===== src/flat_json_object_parser_core_macros.svh =====
// assertion helpers used by the parser back end
`ifndef FLAT_JSON_OBJECT_PARSER_CORE_MACROS_SVH
`define FLAT_JSON_OBJECT_PARSER_CORE_MACROS_SVH

// consequent must hold in the same cycle as the antecedent
`define FJP_ASSERT_NOW(lbl, ante, cons, msg) \
  lbl: assert property (@(posedge clk) disable iff (!rst_n) (ante) |-> (cons)) \
    else $error(msg);

// consequent must hold in the cycle after the antecedent
`define FJP_ASSERT_NEXT(lbl, ante, cons, msg) \
  lbl: assert property (@(posedge clk) disable iff (!rst_n) (ante) |=> (cons)) \
    else $error(msg);

`endif


===== src/fjp_pkg.sv =====
package fjp_pkg;

  // default queue depths
  localparam int FJP_IN_DEPTH  = 4;
  localparam int FJP_OUT_DEPTH = 4;

  // one input item
  typedef struct packed {
    logic [7:0] text_byte;
    logic       end_of_text;
  } in_item_t;

  // one result item
  typedef struct packed {
    logic [2:0]         event_kind;
    logic [7:0]         char_out;
    logic signed [63:0] number_out;
    logic [2:0]         error_code;
    logic               last_of_run;
  } out_item_t;

  // byte class found by the front end
  typedef enum logic [3:0] {
    TK_WS,
    TK_ZERO,
    TK_DIGIT,
    TK_LBRACE,
    TK_RBRACE,
    TK_QUOTE,
    TK_COLON,
    TK_COMMA,
    TK_MINUS,
    TK_OTHER
  } tok_t;

  // classified item handed from front to back
  typedef struct packed {
    in_item_t item;
    tok_t     tok;
  } tok_item_t;

  // all results caused by one item (one or two)
  typedef struct packed {
    logic      two;
    out_item_t res0;
    out_item_t res1;
  } pair_t;

  // parser phases
  typedef enum logic [3:0] {
    PH_START = 4'd0,
    PH_OPEN  = 4'd1,
    PH_KEY   = 4'd2,
    PH_COLON = 4'd3,
    PH_VALUE = 4'd4,
    PH_STR   = 4'd5,
    PH_NUM   = 4'd6,
    PH_AFTER = 4'd7,
    PH_DRAIN = 4'd8
  } phase_t;

  // event kinds
  localparam logic [2:0] EV_KEY_BYTE = 3'd0;
  localparam logic [2:0] EV_KEY_END  = 3'd1;
  localparam logic [2:0] EV_STR_BYTE = 3'd2;
  localparam logic [2:0] EV_STR_END  = 3'd3;
  localparam logic [2:0] EV_NUMBER   = 3'd4;
  localparam logic [2:0] EV_DONE     = 3'd5;
  localparam logic [2:0] EV_ERROR    = 3'd6;

  // error codes
  localparam logic [2:0] ERR_NO_OPEN    = 3'd0;
  localparam logic [2:0] ERR_KEY_QUOTE  = 3'd1;
  localparam logic [2:0] ERR_OPEN_KEY   = 3'd2;
  localparam logic [2:0] ERR_NO_COLON   = 3'd3;
  localparam logic [2:0] ERR_OPEN_STR   = 3'd4;
  localparam logic [2:0] ERR_BAD_VALUE  = 3'd5;
  localparam logic [2:0] ERR_NO_SEP     = 3'd6;
  localparam logic [2:0] ERR_NO_CLOSE   = 3'd7;

  // saturation limits
  localparam logic signed [63:0] NUM_MAX = 64'sh7FFF_FFFF_FFFF_FFFF;
  localparam logic signed [63:0] NUM_MIN = 64'sh8000_0000_0000_0000;

endpackage


===== src/fjp_queue.sv =====
module fjp_queue #(
  parameter int WIDTH = 8,
  parameter int DEPTH = 4
) (
  input  logic             clk,
  input  logic             rst_n,
  input  logic             push,
  input  logic [WIDTH-1:0] wdata,
  output logic             full,
  input  logic             pop,
  output logic [WIDTH-1:0] rdata,
  output logic             empty
);

  localparam int PTR_W = (DEPTH > 1) ? $clog2(DEPTH) : 1;
  localparam int CNT_W = $clog2(DEPTH + 1);

  logic [WIDTH-1:0] slot_r [DEPTH];
  logic [PTR_W-1:0] wr_ptr_r, wr_ptr_nxt;
  logic [PTR_W-1:0] rd_ptr_r, rd_ptr_nxt;
  logic [CNT_W-1:0] count_r, count_nxt;
  logic             do_push, do_pop;

  assign full    = (count_r == CNT_W'(DEPTH));
  assign empty   = (count_r == '0);
  assign do_push = push && !full;
  assign do_pop  = pop && !empty;
  assign rdata   = slot_r[rd_ptr_r];

  // pointer and fill count update
  always_comb begin
    wr_ptr_nxt = wr_ptr_r;
    rd_ptr_nxt = rd_ptr_r;
    count_nxt  = count_r;
    if (do_push) begin
      wr_ptr_nxt = (wr_ptr_r == PTR_W'(DEPTH - 1)) ? '0 : wr_ptr_r + 1'b1;
    end
    if (do_pop) begin
      rd_ptr_nxt = (rd_ptr_r == PTR_W'(DEPTH - 1)) ? '0 : rd_ptr_r + 1'b1;
    end
    if (do_push && !do_pop) begin
      count_nxt = count_r + 1'b1;
    end else if (do_pop && !do_push) begin
      count_nxt = count_r - 1'b1;
    end
  end

  always_ff @(posedge clk) begin
    if (!rst_n) begin
      wr_ptr_r <= '0;
      rd_ptr_r <= '0;
      count_r  <= '0;
    end else begin
      wr_ptr_r <= wr_ptr_nxt;
      rd_ptr_r <= rd_ptr_nxt;
      count_r  <= count_nxt;
    end
  end

  // storage, no reset needed
  always_ff @(posedge clk) begin
    if (do_push) begin
      slot_r[wr_ptr_r] <= wdata;
    end
  end

endmodule


===== src/fjp_front.sv =====
module fjp_front
  import fjp_pkg::*;
#(
  parameter int DEPTH = FJP_IN_DEPTH
) (
  input  logic      clk,
  input  logic      rst_n,
  input  logic      push,
  input  in_item_t  in_item,
  output logic      full,
  input  logic      q_pop,
  output tok_item_t q_item,
  output logic      q_empty
);

  localparam logic [7:0] CH_LBRACE = 8'h7B;
  localparam logic [7:0] CH_RBRACE = 8'h7D;
  localparam logic [7:0] CH_QUOTE  = 8'h22;
  localparam logic [7:0] CH_COLON  = 8'h3A;
  localparam logic [7:0] CH_COMMA  = 8'h2C;
  localparam logic [7:0] CH_MINUS  = 8'h2D;

  tok_item_t                    wr_item;
  logic [$bits(tok_item_t)-1:0] q_raw;

  // byte classifier
  function automatic tok_t classify(input logic [7:0] b);
    tok_t t;
    if (b == 8'h00) begin
      t = TK_ZERO;
    end else if (b inside {8'h20, [8'h09:8'h0D]}) begin
      t = TK_WS;
    end else if (b inside {[8'h30:8'h39]}) begin
      t = TK_DIGIT;
    end else begin
      case (b)
        CH_LBRACE: t = TK_LBRACE;
        CH_RBRACE: t = TK_RBRACE;
        CH_QUOTE:  t = TK_QUOTE;
        CH_COLON:  t = TK_COLON;
        CH_COMMA:  t = TK_COMMA;
        CH_MINUS:  t = TK_MINUS;
        default:   t = TK_OTHER;
      endcase
    end
    return t;
  endfunction

  assign wr_item.item = in_item;
  assign wr_item.tok  = classify(in_item.text_byte);

  // decoupling queue toward the parser
  fjp_queue #(
    .WIDTH ($bits(tok_item_t)),
    .DEPTH (DEPTH)
  ) u_in_q (
    .clk   (clk),
    .rst_n (rst_n),
    .push  (push),
    .wdata (wr_item),
    .full  (full),
    .pop   (q_pop),
    .rdata (q_raw),
    .empty (q_empty)
  );

  assign q_item = tok_item_t'(q_raw);

endmodule


===== src/fjp_back.sv =====
module fjp_back
  import fjp_pkg::*;
(
  input  logic      clk,
  input  logic      rst_n,
  input  logic      q_empty,
  input  tok_item_t q_item,
  output logic      q_pop,
  input  logic      p_full,
  output logic      p_push,
  output pair_t     p_data
);

  `include "flat_json_object_parser_core_macros.svh"

  localparam logic [67:0] ACC_HI = 68'h0_7FFF_FFFF_FFFF_FFFF;
  localparam logic [67:0] ACC_LO = 68'hF_8000_0000_0000_0000;

  phase_t             phase_r, phase_nxt, ph1;
  logic signed [63:0] acc_r, acc_nxt, acc1;
  logic               neg_r, neg_nxt, neg1;
  logic               seen_r, seen_nxt, seen1;
  logic               ovf_r, ovf_nxt, ovf1;

  logic        take;
  logic [7:0]  b;
  logic [3:0]  dval;
  tok_t        tok;
  logic        last;
  logic [67:0] ext, dterm, sum;
  logic        add_ovf;
  logic        has_num1, has_ev1, do_after, do2, has_num2;
  out_item_t   ev1, ev2, num1_ev, num2_ev, slot0, slot1;
  logic [1:0]  cnt;

  function automatic out_item_t mk_ev(input logic [2:0] kind, input logic [7:0] ch,
                                      input logic signed [63:0] num,
                                      input logic [2:0] err);
    out_item_t e;
    e.event_kind  = kind;
    e.char_out    = ch;
    e.number_out  = num;
    e.error_code  = err;
    e.last_of_run = 1'b0;
    return e;
  endfunction

  function automatic logic signed [63:0] num_val(input logic signed [63:0] acc,
                                                 input logic neg, input logic ovf);
    logic signed [63:0] v;
    if (ovf) begin
      v = neg ? NUM_MIN : NUM_MAX;
    end else begin
      v = acc;
    end
    return v;
  endfunction

  assign take  = !q_empty && !p_full;
  assign q_pop = take;
  assign b     = q_item.item.text_byte;
  assign last  = q_item.item.end_of_text;
  assign tok   = q_item.tok;
  assign dval  = b[3:0];

  // signed accumulate: acc * 10 plus or minus the digit
  always_comb begin
    ext     = {{4{acc_r[63]}}, acc_r};
    dterm   = neg_r ? (68'd0 - {64'd0, dval}) : {64'd0, dval};
    sum     = (ext << 3) + (ext << 1) + dterm;
    add_ovf = neg_r ? ($signed(sum) < $signed(ACC_LO)) : ($signed(sum) > $signed(ACC_HI));
  end

  // first pass: the byte itself
  always_comb begin
    ph1      = phase_r;
    acc1     = acc_r;
    neg1     = neg_r;
    seen1    = seen_r;
    ovf1     = ovf_r;
    has_num1 = 1'b0;
    has_ev1  = 1'b0;
    do_after = 1'b0;
    ev1      = mk_ev(EV_ERROR, 8'd0, 64'sd0, ERR_NO_OPEN);
    case (phase_r)
      PH_START: begin
        if (tok == TK_LBRACE) begin
          ph1 = PH_OPEN;
        end else if (tok != TK_WS) begin
          has_ev1 = 1'b1;
          ph1     = PH_DRAIN;
        end
      end
      PH_OPEN: begin
        if (tok == TK_RBRACE) begin
          has_ev1 = 1'b1;
          ev1     = mk_ev(EV_DONE, 8'd0, 64'sd0, 3'd0);
          ph1     = PH_DRAIN;
        end else if (tok == TK_QUOTE) begin
          ph1 = PH_KEY;
        end else if (tok != TK_WS) begin
          has_ev1 = 1'b1;
          ev1     = mk_ev(EV_ERROR, 8'd0, 64'sd0,
                          (tok == TK_ZERO) ? ERR_NO_CLOSE : ERR_KEY_QUOTE);
          ph1     = PH_DRAIN;
        end
      end
      PH_KEY: begin
        has_ev1 = 1'b1;
        if (tok == TK_QUOTE) begin
          ev1 = mk_ev(EV_KEY_END, 8'd0, 64'sd0, 3'd0);
          ph1 = PH_COLON;
        end else if (tok == TK_ZERO) begin
          ev1 = mk_ev(EV_ERROR, 8'd0, 64'sd0, ERR_OPEN_KEY);
          ph1 = PH_DRAIN;
        end else begin
          ev1 = mk_ev(EV_KEY_BYTE, b, 64'sd0, 3'd0);
        end
      end
      PH_COLON: begin
        if (tok == TK_COLON) begin
          ph1 = PH_VALUE;
        end else if (tok != TK_WS) begin
          has_ev1 = 1'b1;
          ev1     = mk_ev(EV_ERROR, 8'd0, 64'sd0, ERR_NO_COLON);
          ph1     = PH_DRAIN;
        end
      end
      PH_VALUE: begin
        if (tok == TK_QUOTE) begin
          ph1 = PH_STR;
        end else if (tok == TK_MINUS) begin
          acc1  = 64'sd0;
          neg1  = 1'b1;
          seen1 = 1'b0;
          ovf1  = 1'b0;
          ph1   = PH_NUM;
        end else if (tok == TK_DIGIT) begin
          acc1  = {60'd0, dval};
          neg1  = 1'b0;
          seen1 = 1'b1;
          ovf1  = 1'b0;
          ph1   = PH_NUM;
        end else if (tok != TK_WS) begin
          has_ev1 = 1'b1;
          ev1     = mk_ev(EV_ERROR, 8'd0, 64'sd0, ERR_BAD_VALUE);
          ph1     = PH_DRAIN;
        end
      end
      PH_STR: begin
        has_ev1 = 1'b1;
        if (tok == TK_QUOTE) begin
          ev1 = mk_ev(EV_STR_END, 8'd0, 64'sd0, 3'd0);
          ph1 = PH_AFTER;
        end else if (tok == TK_ZERO) begin
          ev1 = mk_ev(EV_ERROR, 8'd0, 64'sd0, ERR_OPEN_STR);
          ph1 = PH_DRAIN;
        end else begin
          ev1 = mk_ev(EV_STR_BYTE, b, 64'sd0, 3'd0);
        end
      end
      PH_NUM: begin
        if (tok == TK_DIGIT) begin
          seen1 = 1'b1;
          if (!ovf_r) begin
            if (add_ovf) begin
              ovf1 = 1'b1;
            end else begin
              acc1 = sum[63:0];
            end
          end
        end else if (!seen_r) begin
          has_ev1 = 1'b1;
          ev1     = mk_ev(EV_ERROR, 8'd0, 64'sd0, ERR_NO_SEP);
          ph1     = PH_DRAIN;
        end else begin
          has_num1 = 1'b1;
          do_after = 1'b1;
        end
      end
      PH_AFTER: begin
        do_after = 1'b1;
      end
      default: begin
      end
    endcase
    // byte that follows a value
    if (do_after) begin
      case (tok)
        TK_WS: begin
          ph1 = PH_AFTER;
        end
        TK_COMMA: begin
          ph1 = PH_OPEN;
        end
        TK_RBRACE: begin
          has_ev1 = 1'b1;
          ev1     = mk_ev(EV_DONE, 8'd0, 64'sd0, 3'd0);
          ph1     = PH_DRAIN;
        end
        default: begin
          has_ev1 = 1'b1;
          ev1     = mk_ev(EV_ERROR, 8'd0, 64'sd0, ERR_NO_SEP);
          ph1     = PH_DRAIN;
        end
      endcase
    end
  end

  // second pass: implied terminator after a flagged last byte
  always_comb begin
    do2      = last && (tok != TK_ZERO) && (ph1 < PH_DRAIN);
    has_num2 = 1'b0;
    ev2      = mk_ev(EV_ERROR, 8'd0, 64'sd0, ERR_NO_SEP);
    case (ph1)
      PH_START: ev2 = mk_ev(EV_ERROR, 8'd0, 64'sd0, ERR_NO_OPEN);
      PH_OPEN:  ev2 = mk_ev(EV_ERROR, 8'd0, 64'sd0, ERR_NO_CLOSE);
      PH_KEY:   ev2 = mk_ev(EV_ERROR, 8'd0, 64'sd0, ERR_OPEN_KEY);
      PH_COLON: ev2 = mk_ev(EV_ERROR, 8'd0, 64'sd0, ERR_NO_COLON);
      PH_VALUE: ev2 = mk_ev(EV_ERROR, 8'd0, 64'sd0, ERR_BAD_VALUE);
      PH_STR:   ev2 = mk_ev(EV_ERROR, 8'd0, 64'sd0, ERR_OPEN_STR);
      PH_NUM:   has_num2 = do2 && seen1;
      default: begin
      end
    endcase
    num1_ev = mk_ev(EV_NUMBER, 8'd0, num_val(acc_r, neg_r, ovf_r), 3'd0);
    num2_ev = mk_ev(EV_NUMBER, 8'd0, num_val(acc1, neg1, ovf1), 3'd0);
  end

  // keep the first two results in order
  always_comb begin
    cnt   = 2'd0;
    slot0 = num1_ev;
    slot1 = num1_ev;
    if (has_num1) begin
      slot0 = num1_ev;
      cnt   = 2'd1;
    end
    if (has_ev1) begin
      if (cnt == 2'd0) slot0 = ev1;
      else             slot1 = ev1;
      cnt = cnt + 2'd1;
    end
    if (has_num2 && cnt < 2'd2) begin
      if (cnt == 2'd0) slot0 = num2_ev;
      else             slot1 = num2_ev;
      cnt = cnt + 2'd1;
    end
    if (do2 && cnt < 2'd2) begin
      if (cnt == 2'd0) slot0 = ev2;
      else             slot1 = ev2;
      cnt = cnt + 2'd1;
    end
    p_data.two  = (cnt == 2'd2);
    p_data.res0 = slot0;
    p_data.res1 = slot1;
    p_data.res0.last_of_run = (cnt == 2'd1);
    p_data.res1.last_of_run = 1'b1;
  end

  assign p_push = take && (cnt != 2'd0);

  // state after this item
  always_comb begin
    phase_nxt = phase_r;
    acc_nxt   = acc_r;
    neg_nxt   = neg_r;
    seen_nxt  = seen_r;
    ovf_nxt   = ovf_r;
    if (take) begin
      if (last) begin
        phase_nxt = PH_START;
        acc_nxt   = 64'sd0;
        neg_nxt   = 1'b0;
        seen_nxt  = 1'b0;
        ovf_nxt   = 1'b0;
      end else begin
        phase_nxt = ph1;
        acc_nxt   = acc1;
        neg_nxt   = neg1;
        seen_nxt  = seen1;
        ovf_nxt   = ovf1;
      end
    end
  end

  always_ff @(posedge clk) begin
    if (!rst_n) begin
      phase_r <= PH_START;
      acc_r   <= 64'sd0;
      neg_r   <= 1'b0;
      seen_r  <= 1'b0;
      ovf_r   <= 1'b0;
    end else begin
      phase_r <= phase_nxt;
      acc_r   <= acc_nxt;
      neg_r   <= neg_nxt;
      seen_r  <= seen_nxt;
      ovf_r   <= ovf_nxt;
    end
  end

  // checks
  `FJP_ASSERT_NOW(a_run_mark, p_push,
    (p_data.two ? (p_data.res1.last_of_run && !p_data.res0.last_of_run)
                : p_data.res0.last_of_run),
    "last_of_run not on the final result of an item")
  `FJP_ASSERT_NOW(a_drain_quiet, take && (phase_r == PH_DRAIN), !p_push,
    "result produced while dropping text")
  `FJP_ASSERT_NEXT(a_eot_restart, take && last,
    (phase_r == PH_START) && !seen_r && !ovf_r && !neg_r,
    "parser not restarted after last byte")
  `FJP_ASSERT_NEXT(a_stop_drain,
    p_push && !last && ((p_data.two ? p_data.res1.event_kind : p_data.res0.event_kind)
                        == EV_ERROR),
    phase_r == PH_DRAIN,
    "parser kept going after an error")

endmodule


===== src/flat_json_object_parser_core.sv =====
// Flat JSON object parser, one text byte in per cycle unless the queues hold it back.
// Input side is a queue: drive in_item and push; the byte is taken at a
// clock edge where push is high and full is low. end_of_text marks the last
// byte of an object; the next byte starts a new object.
// Result side is a queue too: while empty is low, out_item holds the oldest
// event (key or string bytes, end markers, numbers, done or error); raise
// pop to take it. last_of_run flags the final event caused by one byte.
// An accepted byte passes through the input queue, then the parser step into
// the result queue, before its events can be taken.
// Throughput: 1 byte per cycle while the result queue has room, set by the
// parser step with its 64-bit multiply-by-ten accumulate. A byte that
// causes two events needs two pops; an opening brace not flagged last causes none.
// When pop is held low, the result queue fills, the parser stops, then the
// input queue fills and full rises; nothing is lost.
// Reset (rst_n low, synchronous) empties both queues and returns the
// parser to waiting for an opening brace with cleared number state.
module flat_json_object_parser_core
  import fjp_pkg::*;
#(
  parameter int IN_DEPTH  = FJP_IN_DEPTH,
  parameter int OUT_DEPTH = FJP_OUT_DEPTH
) (
  input  logic      clk,
  input  logic      rst_n,
  input  logic      push,
  input  in_item_t  in_item,
  output logic      full,
  output logic      empty,
  input  logic      pop,
  output out_item_t out_item
);

  tok_item_t                q_item;
  logic                     q_pop, q_empty;
  logic                     p_full, p_push;
  pair_t                    p_data, pq_data;
  logic [$bits(pair_t)-1:0] pq_raw;
  logic                     pq_pop;
  logic                     sel_r, sel_nxt;

  // front: accept and classify
  fjp_front #(
    .DEPTH (IN_DEPTH)
  ) u_front (
    .clk     (clk),
    .rst_n   (rst_n),
    .push    (push),
    .in_item (in_item),
    .full    (full),
    .q_pop   (q_pop),
    .q_item  (q_item),
    .q_empty (q_empty)
  );

  // back: parse one byte per cycle while the result queue has room
  fjp_back u_back (
    .clk     (clk),
    .rst_n   (rst_n),
    .q_empty (q_empty),
    .q_item  (q_item),
    .q_pop   (q_pop),
    .p_full  (p_full),
    .p_push  (p_push),
    .p_data  (p_data)
  );

  // result queue, one entry per byte's results
  fjp_queue #(
    .WIDTH ($bits(pair_t)),
    .DEPTH (OUT_DEPTH)
  ) u_out_q (
    .clk   (clk),
    .rst_n (rst_n),
    .push  (p_push),
    .wdata (p_data),
    .full  (p_full),
    .pop   (pq_pop),
    .rdata (pq_raw),
    .empty (empty)
  );

  assign pq_data  = pair_t'(pq_raw);
  assign out_item = sel_r ? pq_data.res1 : pq_data.res0;
  assign pq_pop   = pop && !empty && (sel_r || !pq_data.two);

  // step through the one or two results of the head entry
  always_comb begin
    sel_nxt = sel_r;
    if (pop && !empty) begin
      sel_nxt = !sel_r && pq_data.two;
    end
  end

  always_ff @(posedge clk) begin
    if (!rst_n) begin
      sel_r <= 1'b0;
    end else begin
      sel_r <= sel_nxt;
    end
  end

endmodule


===== config.mk =====
export PLATFORM = sky130hd
export DESIGN_NAME = flat_json_object_parser_core
export DESIGN_NICKNAME = d
export VERILOG_FILES = /design/src/fjp_pkg.sv /design/src/fjp_queue.sv /design/src/fjp_front.sv /design/src/fjp_back.sv /design/src/flat_json_object_parser_core.sv
export VERILOG_INCLUDE_DIRS = /design/src /design/src/src
export SDC_FILE = /design/constraint.sdc
export NUM_CORES = 1
export LEC_CHECK = 0
export CAP_MARGIN = 15
export CORE_MARGIN = 2
export CORE_UTILIZATION = 49
export DETAILED_ROUTE_END_ITERATION = 10
export DONT_BUFFER_PORTS = 1
export PLACE_DENSITY = 0.63
export SLEW_MARGIN = 40
export SYNTH_ARGS = -nofsm -noshare
export SYNTH_HDL_FRONTEND = slang
export SYNTH_SLANG_ARGS = --single-unit

===== constraint.sdc =====
create_clock -name clk -period 19.1 [get_ports clk]
set_clock_uncertainty 0.2 [all_clocks]
set_input_delay 3.82 -clock clk [delete_from_list [all_inputs] [get_ports clk]]
set_output_delay 3.82 -clock clk [all_outputs]
set_load 0.01 [all_outputs]

==> results of run 1 <==
cell usage after synthesis (24+ instances only):
master and count:
sky130_fd_sc_hd__ha_1 83, sky130_fd_sc_hd__nor2b_1 25, sky130_fd_sc_hd__a211oi_1 29, sky130_fd_sc_hd__fa_1 66, sky130_fd_sc_hd__nor3_1 38, sky130_fd_sc_hd__xnor2_1 41
sky130_fd_sc_hd__nand2_1 480, sky130_fd_sc_hd__nand2b_1 31, sky130_fd_sc_hd__edfxtp_1 684, sky130_fd_sc_hd__a21oi_1 120, sky130_fd_sc_hd__buf_1 24, sky130_fd_sc_hd__nand4_1 26
sky130_fd_sc_hd__clkbuf_1 111, sky130_fd_sc_hd__xor2_1 27, sky130_fd_sc_hd__o211ai_1 84, sky130_fd_sc_hd__nor2_1 100, sky130_fd_sc_hd__and2_1 32, sky130_fd_sc_hd__inv_1 75
sky130_fd_sc_hd__dfxtp_1 90, sky130_fd_sc_hd__buf_2 37, sky130_fd_sc_hd__o21ai_0 153, sky130_fd_sc_hd__o22ai_1 43, sky130_fd_sc_hd__nand3_1 38, sky130_fd_sc_hd__mux4_2 171
final cells by class:
cell class | count | area share
Clock buffer | 109 | 0.0522
Clock inverter | 43 | 0.0105
Inverter | 76 | 0.00672
Multi-Input combinational cell | 1967 | 0.368
Sequential cell | 774 | 0.522
Tap cell | 1050 | 0.0307
Timing Repair Buffer | 43 | 0.00979
per-layer routing:
| metal | vias up | wire (µm) | share of wire |
|---|---|---|---|
| met2 | 780 | 48100 | 0.48 |
| met5 | - | 13 | 0.00013 |
| li1 | 11300 | - | - |
| met3 | 156 | 5840 | 0.058 |
| met1 | 12800 | 43500 | 0.44 |
| met4 | 2 | 2550 | 0.026 |
kinds of logic (layout without fill, tap and decap cells):
logic type,count (synthesis),after routing,share of synthesized area
other,2,36,0.000192
AOI/OAI and AO/OA,677,677,0.119
xor gates and xnor gates,69,69,0.0156
DFF,774,774,0.571
muxes,199,199,0.106
and+or+nand+nor,837,837,0.0964
adders and majority gates,149,149,0.0603
buffers and inverters,273,271,0.0313
final timing paths:
| path | from | endpoint | cells past startpoint |
|---|---|---|---|
| worst max-delay path | flip-flop | u_out_q.slot_r[1][97]$_DFFE_PP_ | 23 |
| worst min-delay path | u_front.u_in_q.count_r[2]$_SDFFE_PN0P_ | u_front.u_in_q.count_r[2]$_SDFFE_PN0P_ | 2 |
| worst max register to register | flip-flop | u_out_q.slot_r[1][97]$_DFFE_PP_ | 23 |
| worst min register to register | u_front.u_in_q.count_r[2]$_SDFFE_PN0P_ | u_front.u_in_q.count_r[2]$_SDFFE_PN0P_ | 2 |
flip-flops by register name, indices dropped and copies added, names as in the netlist, named ones only:
signal and flops:
sel_r 1, u_back.phase_r 4, u_back.seen_r 1, u_front.u_in_q.wr_ptr_r 2, u_back.neg_r 1, u_back.ovf_r 1, u_front.u_in_q.count_r 3, u_out_q.slot_r 632
u_out_q.count_r 3, u_front.u_in_q.rd_ptr_r 2, u_out_q.wr_ptr_r 2, u_out_q.rd_ptr_r 2, u_front.u_in_q.slot_r 52, u_back.acc_r 64
power by group through the flow:
stage          Clock, W  Combinational [W]  Sequential, W
6_report        0.00159            0.00141        0.00237
5_1_grt         0.00169            0.00154        0.00240
4_1_cts         0.00162            0.00144        0.00237
3_5_place_dp          0            0.00144        0.00240
3_3_place_gp          0            0.00140        0.00238
2_1_floorplan         0            0.00105        0.00240
tightest hold or removal path: stages, from the launching register on:
cell and delay, ns:
sky130_fd_sc_hd__dfxtp_1 0.33, sky130_fd_sc_hd__o21ai_0 0.08, sky130_fd_sc_hd__a21boi_0 0.08
stage by stage:
stage               power (W)  std cells  hold WS, ns  setup slack [ns]
floorplan             0.00344       3014        0.272             10.60
global placement      0.00378       3905        0.292              9.71
detailed placement    0.00384       3910        0.331              9.77
CTS                   0.00544       4062        0.339              9.74
global route          0.00562       4062        0.360              9.04
finish                0.00537       4062        0.334              9.63
==> flow_summary.ini, run 1 <==
[status]
run_status = complete, no violations

[pwr]
cellInternalPower_w = 0.00368
seqPwrFrac = 0.441
net-switching-power_w = 0.00168
p_leak_nw = 14.8
comb_power_share = 0.263
power.share.clock = 0.296
power_density_over_the_cells_nw_per_um2 = 125
sw_frac_of_total = 0.314
vdd.ir_drop.worst_v = 0.0000832

[detailed_routing]
initialDrtViolationCount = 1950
detail-route-antenna-nets = 0
total_wire_length_mm = 100
routed_via_density = 6.15
drtPass1Iterations = 8
routed-via-count = 25000
routed_wire_length_per_instance_um = 24.6
drcViolationCount = 0

[synth]
synthDominantCellAreaShare = 0.525
postSynthCellCount = 2980
yosys_register_bits = 774
synth.yosys.warnings = 0
synthesis.area_per_instance_um2 = 13.1
synth-seq-area-share = 0.571
netlist-cell-type-count = 94
yosys_most_used_dff = sky130_fd_sc_hd__edfxtp_1
synth_top_area_cell = sky130_fd_sc_hd__edfxtp_1
synth-async-reset-ratio = 0
synth_enable_flop_cells = 684
post_synth_instance_area_um2 = 39100
netlist_top_cells_area = sky130_fd_sc_hd__edfxtp_1, sky130_fd_sc_hd__mux4_2, sky130_fd_sc_hd__dfxtp_1

[worst_setup_path]
worstPathBufferInverterCount = 5
cp_slowest_cell = sky130_fd_sc_hd__dfxtp_1
timing.critical_path.max_delay_family = compound AO/OA/AOI/OAI gates
critical_path_peak_fanout = 39
critical_path_class = reg2reg
crit_path_max_cell_delay_ns = 0.73
timing.reg2reg.setup_slack_ns = 9.63
setup.worst_path.end_class = flip-flop
cp_required_ns = 19.30
cp_cell_sequence = mux4_2, inv_1, ha_1, nand2_1, nand2_1, inv_2, buf_4, fa_1, ha_1, a21oi_1, o21ai_0, a2111oi_0, a21oi_1, a211oi_1, nand2_1, o211ai_1, nand4_1, o211ai_4, buf_4, and2_2, buf_4, mux2_1, o211ai_1
timing.critical_path.from_type = flip-flop
arrival_time_worst_endpoint_ns = 9.67

[placed_design]
port_bufs = 0
globalplace.congestion = 0.925
detailedPlacementHpwl_mm = 65.5
placedInstanceArea_um2 = 40100

[final_layout]
final_cell_mix = sky130_fd_sc_hd__edfxtp_1, sky130_fd_sc_hd__nand2_1, sky130_fd_sc_hd__mux4_2
diodes = 0
fin_area_um2 = 42800
post_route_cells_drive_above_1_share = 0.147
final-seq-area_um2 = 22400
final_common_cell = sky130_fd_sc_hd__edfxtp_1
num-fill-cells = 6486
multi_input_comb_area_um2 = 15800
finish.utilization = 0.542
nNetsFinal = 3106
syn2layout_area_growth_pct = 9.48

[timing]
timing.slew.headroom = 0.426
finalMaxSlewViolations = 0
hold_viol = 0
finalSetupTns_ns = 0
post-route-min-period_ns = 9.47
timing_worst_slew_pin_value_ns = 0.860
count_of_final_setup_violators = 0
fin_crit_sh = 0.496
clock.fmax_ghz = 0.106
rsz0062_at_grt = false

[floorplanning]
die_h_um = 287
core.rowCount = 103
dieArea_um2 = 82100
die_w_um = 287
start_util = 0.495
design.portCount = 94
core_um2 = 79000

[global_routing]
number_of_antenna_violations_at_the_first_check_in_global_routing = 2
met3_usage = 0.0424
largest_net_degree_at_the_start_of_global_routing = 64
grt_util_all_layers = 0.248
busiest_layer = met2
gr-usage-met2 = 0.407
globalRoute.totalOverflow = 0
grt_pass1_vias = 25900
groute.layer.met1.usage = 0.340
global_route_wire_length_before_repair_mm = 157

[cts]
number_of_buffers_created_by_cts = 82
cts_htree_levels = 3
ctsRootBufferMaster = sky130_fd_sc_hd__clkbuf_16
postCtsSetupBuffers = 0
clock_tree.buffer_depth = 3
cts_repair_resize_count = 0
worst_skew_pair.late_latency_ns = 0.65
cts.clk_slew.worst_paths_ns = 0.06
cts_num_sinks = 774
clock_tree_from_tritoncts = done
hold_buffers = 0

[flow_run]
cap_viol_max_count = 0

[worst_hold_path]
min-delay-path-class = reg2reg
Power figures use the tool's default switching activity.
==> run 2, diff against run 1 <==
--- a/config.mk
+++ b/config.mk
@@ -6,6 +6,7 @@
 export SDC_FILE = /design/constraint.sdc
 export NUM_CORES = 1
 export LEC_CHECK = 0
+export ABC_AREA = 1
 export CAP_MARGIN = 15
 export CORE_MARGIN = 2
 export CORE_UTILIZATION = 49
==> constraint.sdc (replaced) <==
create_clock -name clk -period 9.9 [get_ports clk]
set_clock_uncertainty 0.2 [all_clocks]
set_input_delay 1.98 -clock clk [delete_from_list [all_inputs] [get_ports clk]]
set_output_delay 1.98 -clock clk [all_outputs]
set_load 0.01 [all_outputs]
==> run 2 against run 1 <==
Effect of this change:
- combinational power grew to 2.8 times the previous value
- critical path depth increased by 7
- power is 120% higher
- worst hold slack got worse by 0.041 ns
- sequential cell count unchanged
- register-to-register slack got worse by 7.1 ns
- sequential share of layout area shrank 4.2 points
- clock power grew 92%
- first-iteration DRC count increased by 64%
- die area grew 9.2%
- critical path type unchanged
==> flow_summary.ini, run 2 <==
[cts]
number_of_buffers_created_by_cts = 84
clock_tree.buffer_depth = 3
postCtsSetupBuffers = 0
worst_skew_pair.late_latency_ns = 0.66
cts_num_sinks = 774
clock_tree_from_tritoncts = done
cts_repair_resize_count = 0
cts_htree_levels = 3
cts.clk_slew.worst_paths_ns = 0.06
hold_buffers = 0
ctsRootBufferMaster = sky130_fd_sc_hd__clkbuf_16

[pwr]
p_leak_nw = 18.9
power_density_over_the_cells_nw_per_um2 = 250
vdd.ir_drop.worst_v = 0.000463

[worst_setup_path]
critical_path_class = reg2reg
arrival_time_worst_endpoint_ns = 7.58
crit_path_max_cell_delay_ns = 0.64
critical_path_peak_fanout = 32
setup.worst_path.end_class = flip-flop
timing.reg2reg.setup_slack_ns = 2.50
cp_required_ns = 10.08
cp_slowest_cell = sky130_fd_sc_hd__dfxtp_1
timing.critical_path.from_type = flip-flop
timing.critical_path.mode_cell = sky130_fd_sc_hd__nand2_1

[global_routing]
met3_usage = 0.0461
groute.layer.met1.usage = 0.372
largest_net_degree_at_the_start_of_global_routing = 183
global_route_wire_length_before_repair_mm = 185
gr-usage-met2 = 0.419
grt_util_all_layers = 0.262
number_of_antenna_violations_at_the_first_check_in_global_routing = 0
grt_pass1_vias = 32100
busiest_layer = met2
globalRoute.totalOverflow = 0

[timing]
finalMaxSlewViolations = 0
timing_worst_slew_pin_value_ns = 0.941
rsz0062_at_grt = false
hold_viol = 0
count_of_final_setup_violators = 0
post-route-min-period_ns = 7.40
clock.fmax_ghz = 0.135
timing.slew.headroom = 0.366
fin_crit_sh = 0.748

[floorplanning]
core_um2 = 86600
dieArea_um2 = 89700
die_h_um = 299
core.rowCount = 108
design.portCount = 94
start_util = 0.494
die_w_um = 299

[synth]
synth-async-reset-ratio = 0
synth-seq-area-share = 0.522
synth_enable_flop_cells = 684
postSynthCellCount = 4976
synthDominantCellAreaShare = 0.480
yosys_most_used_dff = sky130_fd_sc_hd__edfxtp_1
portion_of_netlist_area_occupied_by_mux_cells = 0
yosys_register_bits = 774
synth.yosys.warnings = 0
synth_compound_area_frac = 0.120
synth_top_family_by_area = simple AND/OR/NAND/NOR gates
synth_top_area_cell = sky130_fd_sc_hd__edfxtp_1
yosys.area_share.xor_xnor = 0.0127
synthSimpleGateAreaFrac = 0.214
synthesis.area_per_instance_um2 = 8.60
post_synth_instance_area_um2 = 42800
netlist_top_cells_area = sky130_fd_sc_hd__edfxtp_1, sky130_fd_sc_hd__nand2_1, sky130_fd_sc_hd__nor2_1
netlist-cell-type-count = 59
synth_most_common_cell = sky130_fd_sc_hd__nand2_1
synth.cells.most_frequent = sky130_fd_sc_hd__nand2_1, sky130_fd_sc_hd__nor2_1, sky130_fd_sc_hd__edfxtp_1
synthAdderAreaFrac = 0.0552

[placed_design]
port_bufs = 0
globalplace.congestion = 0.996
detailedPlacementHpwl_mm = 73.6
placed_cells = 5950

[final_layout]
post_route_cells_drive_above_1_share = 0.0509
syn2layout_area_growth_pct = 8.91
biggestRegsByFlops = u_out_q.slot_r: 632 flops, u_back.acc_r: 64 flops, u_front.u_in_q.slot_r: 52 flops
nNetsFinal = 5045
final_common_cell = sky130_fd_sc_hd__nand2_1
final_cell_mix = sky130_fd_sc_hd__nand2_1, sky130_fd_sc_hd__nor2_1, sky130_fd_sc_hd__edfxtp_1
finish.utilization = 0.538
final_non_filler_cells = 6105
largest_reg_flops = 632
largest_register_by_flop_count = u_out_q.slot_r
diodes = 0

[detailed_routing]
routed_wire_length_per_instance_um = 19.3
routed_via_density = 5.56
initialDrtViolationCount = 3192
total_wire_length_mm = 118
drcViolationCount = 0
drtPass1Iterations = 6
routed-via-count = 34000
detail-route-antenna-nets = 0

[flow_run]
cap_viol_max_count = 0

[worst_hold_path]
min-delay-path-class = reg2reg

[status]
run_status = complete, no violations
## run 2: changes by cell type after synthesis, moves of 37 or more
cell                       previous run  this run
sky130_fd_sc_hd__a21oi_1            120       317
sky130_fd_sc_hd__nor2_1             100       772
sky130_fd_sc_hd__o21ai_0            153       402
sky130_fd_sc_hd__a31oi_1             17        85
sky130_fd_sc_hd__o211ai_1            84         2
sky130_fd_sc_hd__inv_1               75       518
sky130_fd_sc_hd__clkbuf_1           111       164
sky130_fd_sc_hd__nand3_1             38       369
sky130_fd_sc_hd__nand2_1            480       999
sky130_fd_sc_hd__mux4_2             171         0
sky130_fd_sc_hd__o22ai_1             43        80
## run 2: cells by family (layout without fill, tap and decap cells)
group | count (synthesis) | in the layout
buffers and inverters | 802 | 742
AND/OR/NAND/NOR | 2233 | 2233
other | 2 | 36
adder cells (fa/ha/maj) | 149 | 149
XOR/XNOR | 62 | 62
flip-flops | 774 | 774
AO/OA/AOI/OAI | 954 | 954
## run 2: where the power goes
group	internal [W]	switching (W)
clock	0.00176	0.00130
sequential	0.00448	0.000191
combinational	0.000913	0.00301
## run 2: worst paths after layout
kind	from	endpoint	cells past startpoint
max	flip-flop	u_out_q.slot_r[1][59]$_DFFE_PP_	30
min	u_out_q.count_r[2]$_SDFFE_PN0P_	u_out_q.count_r[2]$_SDFFE_PN0P_	2
max reg2reg	flip-flop	u_out_q.slot_r[1][59]$_DFFE_PP_	30
min reg2reg	u_out_q.count_r[2]$_SDFFE_PN0P_	u_out_q.count_r[2]$_SDFFE_PN0P_	2
## run 2: through the flow
step | hold WS [ns] | instance area, µm² | TNS (ns) | power (W) | setup WS, ns
6_report | 0.293 | 46600 | 0 | 0.0117 | 2.50
5_1_grt | 0.317 | 46600 | 0 | 0.0123 | 1.82
4_1_cts | 0.298 | 46500 | 0 | 0.0117 | 2.52
3_5_place_dp | 0.289 | 43800 | 0 | 0.00865 | 2.58
3_3_place_gp | 0.272 | 43700 | 0 | 0.00858 | 2.24
2_1_floorplan | 0.252 | 42900 | -258.81 | 0.00749 | -0.410
## run 2: cell type report
class	instances	area (µm²)
clock buffers	102	2210
clock inverters	51	515
fillers	7894	40000
inverters	538	2040
multi-input cells	3434	17400
flip-flops and latches	774	22300
well taps	1155	1450
repair buffers	51	589
## run 2: metal layers
metal  up-vias  routed length, µm
met5         -                  0
met3       184               9400
met1     16100              52200
met4         0               2500
met2      1191              53600
li1      16400                  -
## run 2: worst max-delay path: cells and delay by family, from the launching register on
| kind | cells | cell delay, ns |
|---|---|---|
| AOI/OAI and AO/OA | 1 | 0.43 |
| adders and majority gates | 3 | 1.09 |
| buffers and inverters | 6 | 1.68 |
| DFF | 1 | 0.64 |
| and+or+nand+nor | 20 | 3.00 |
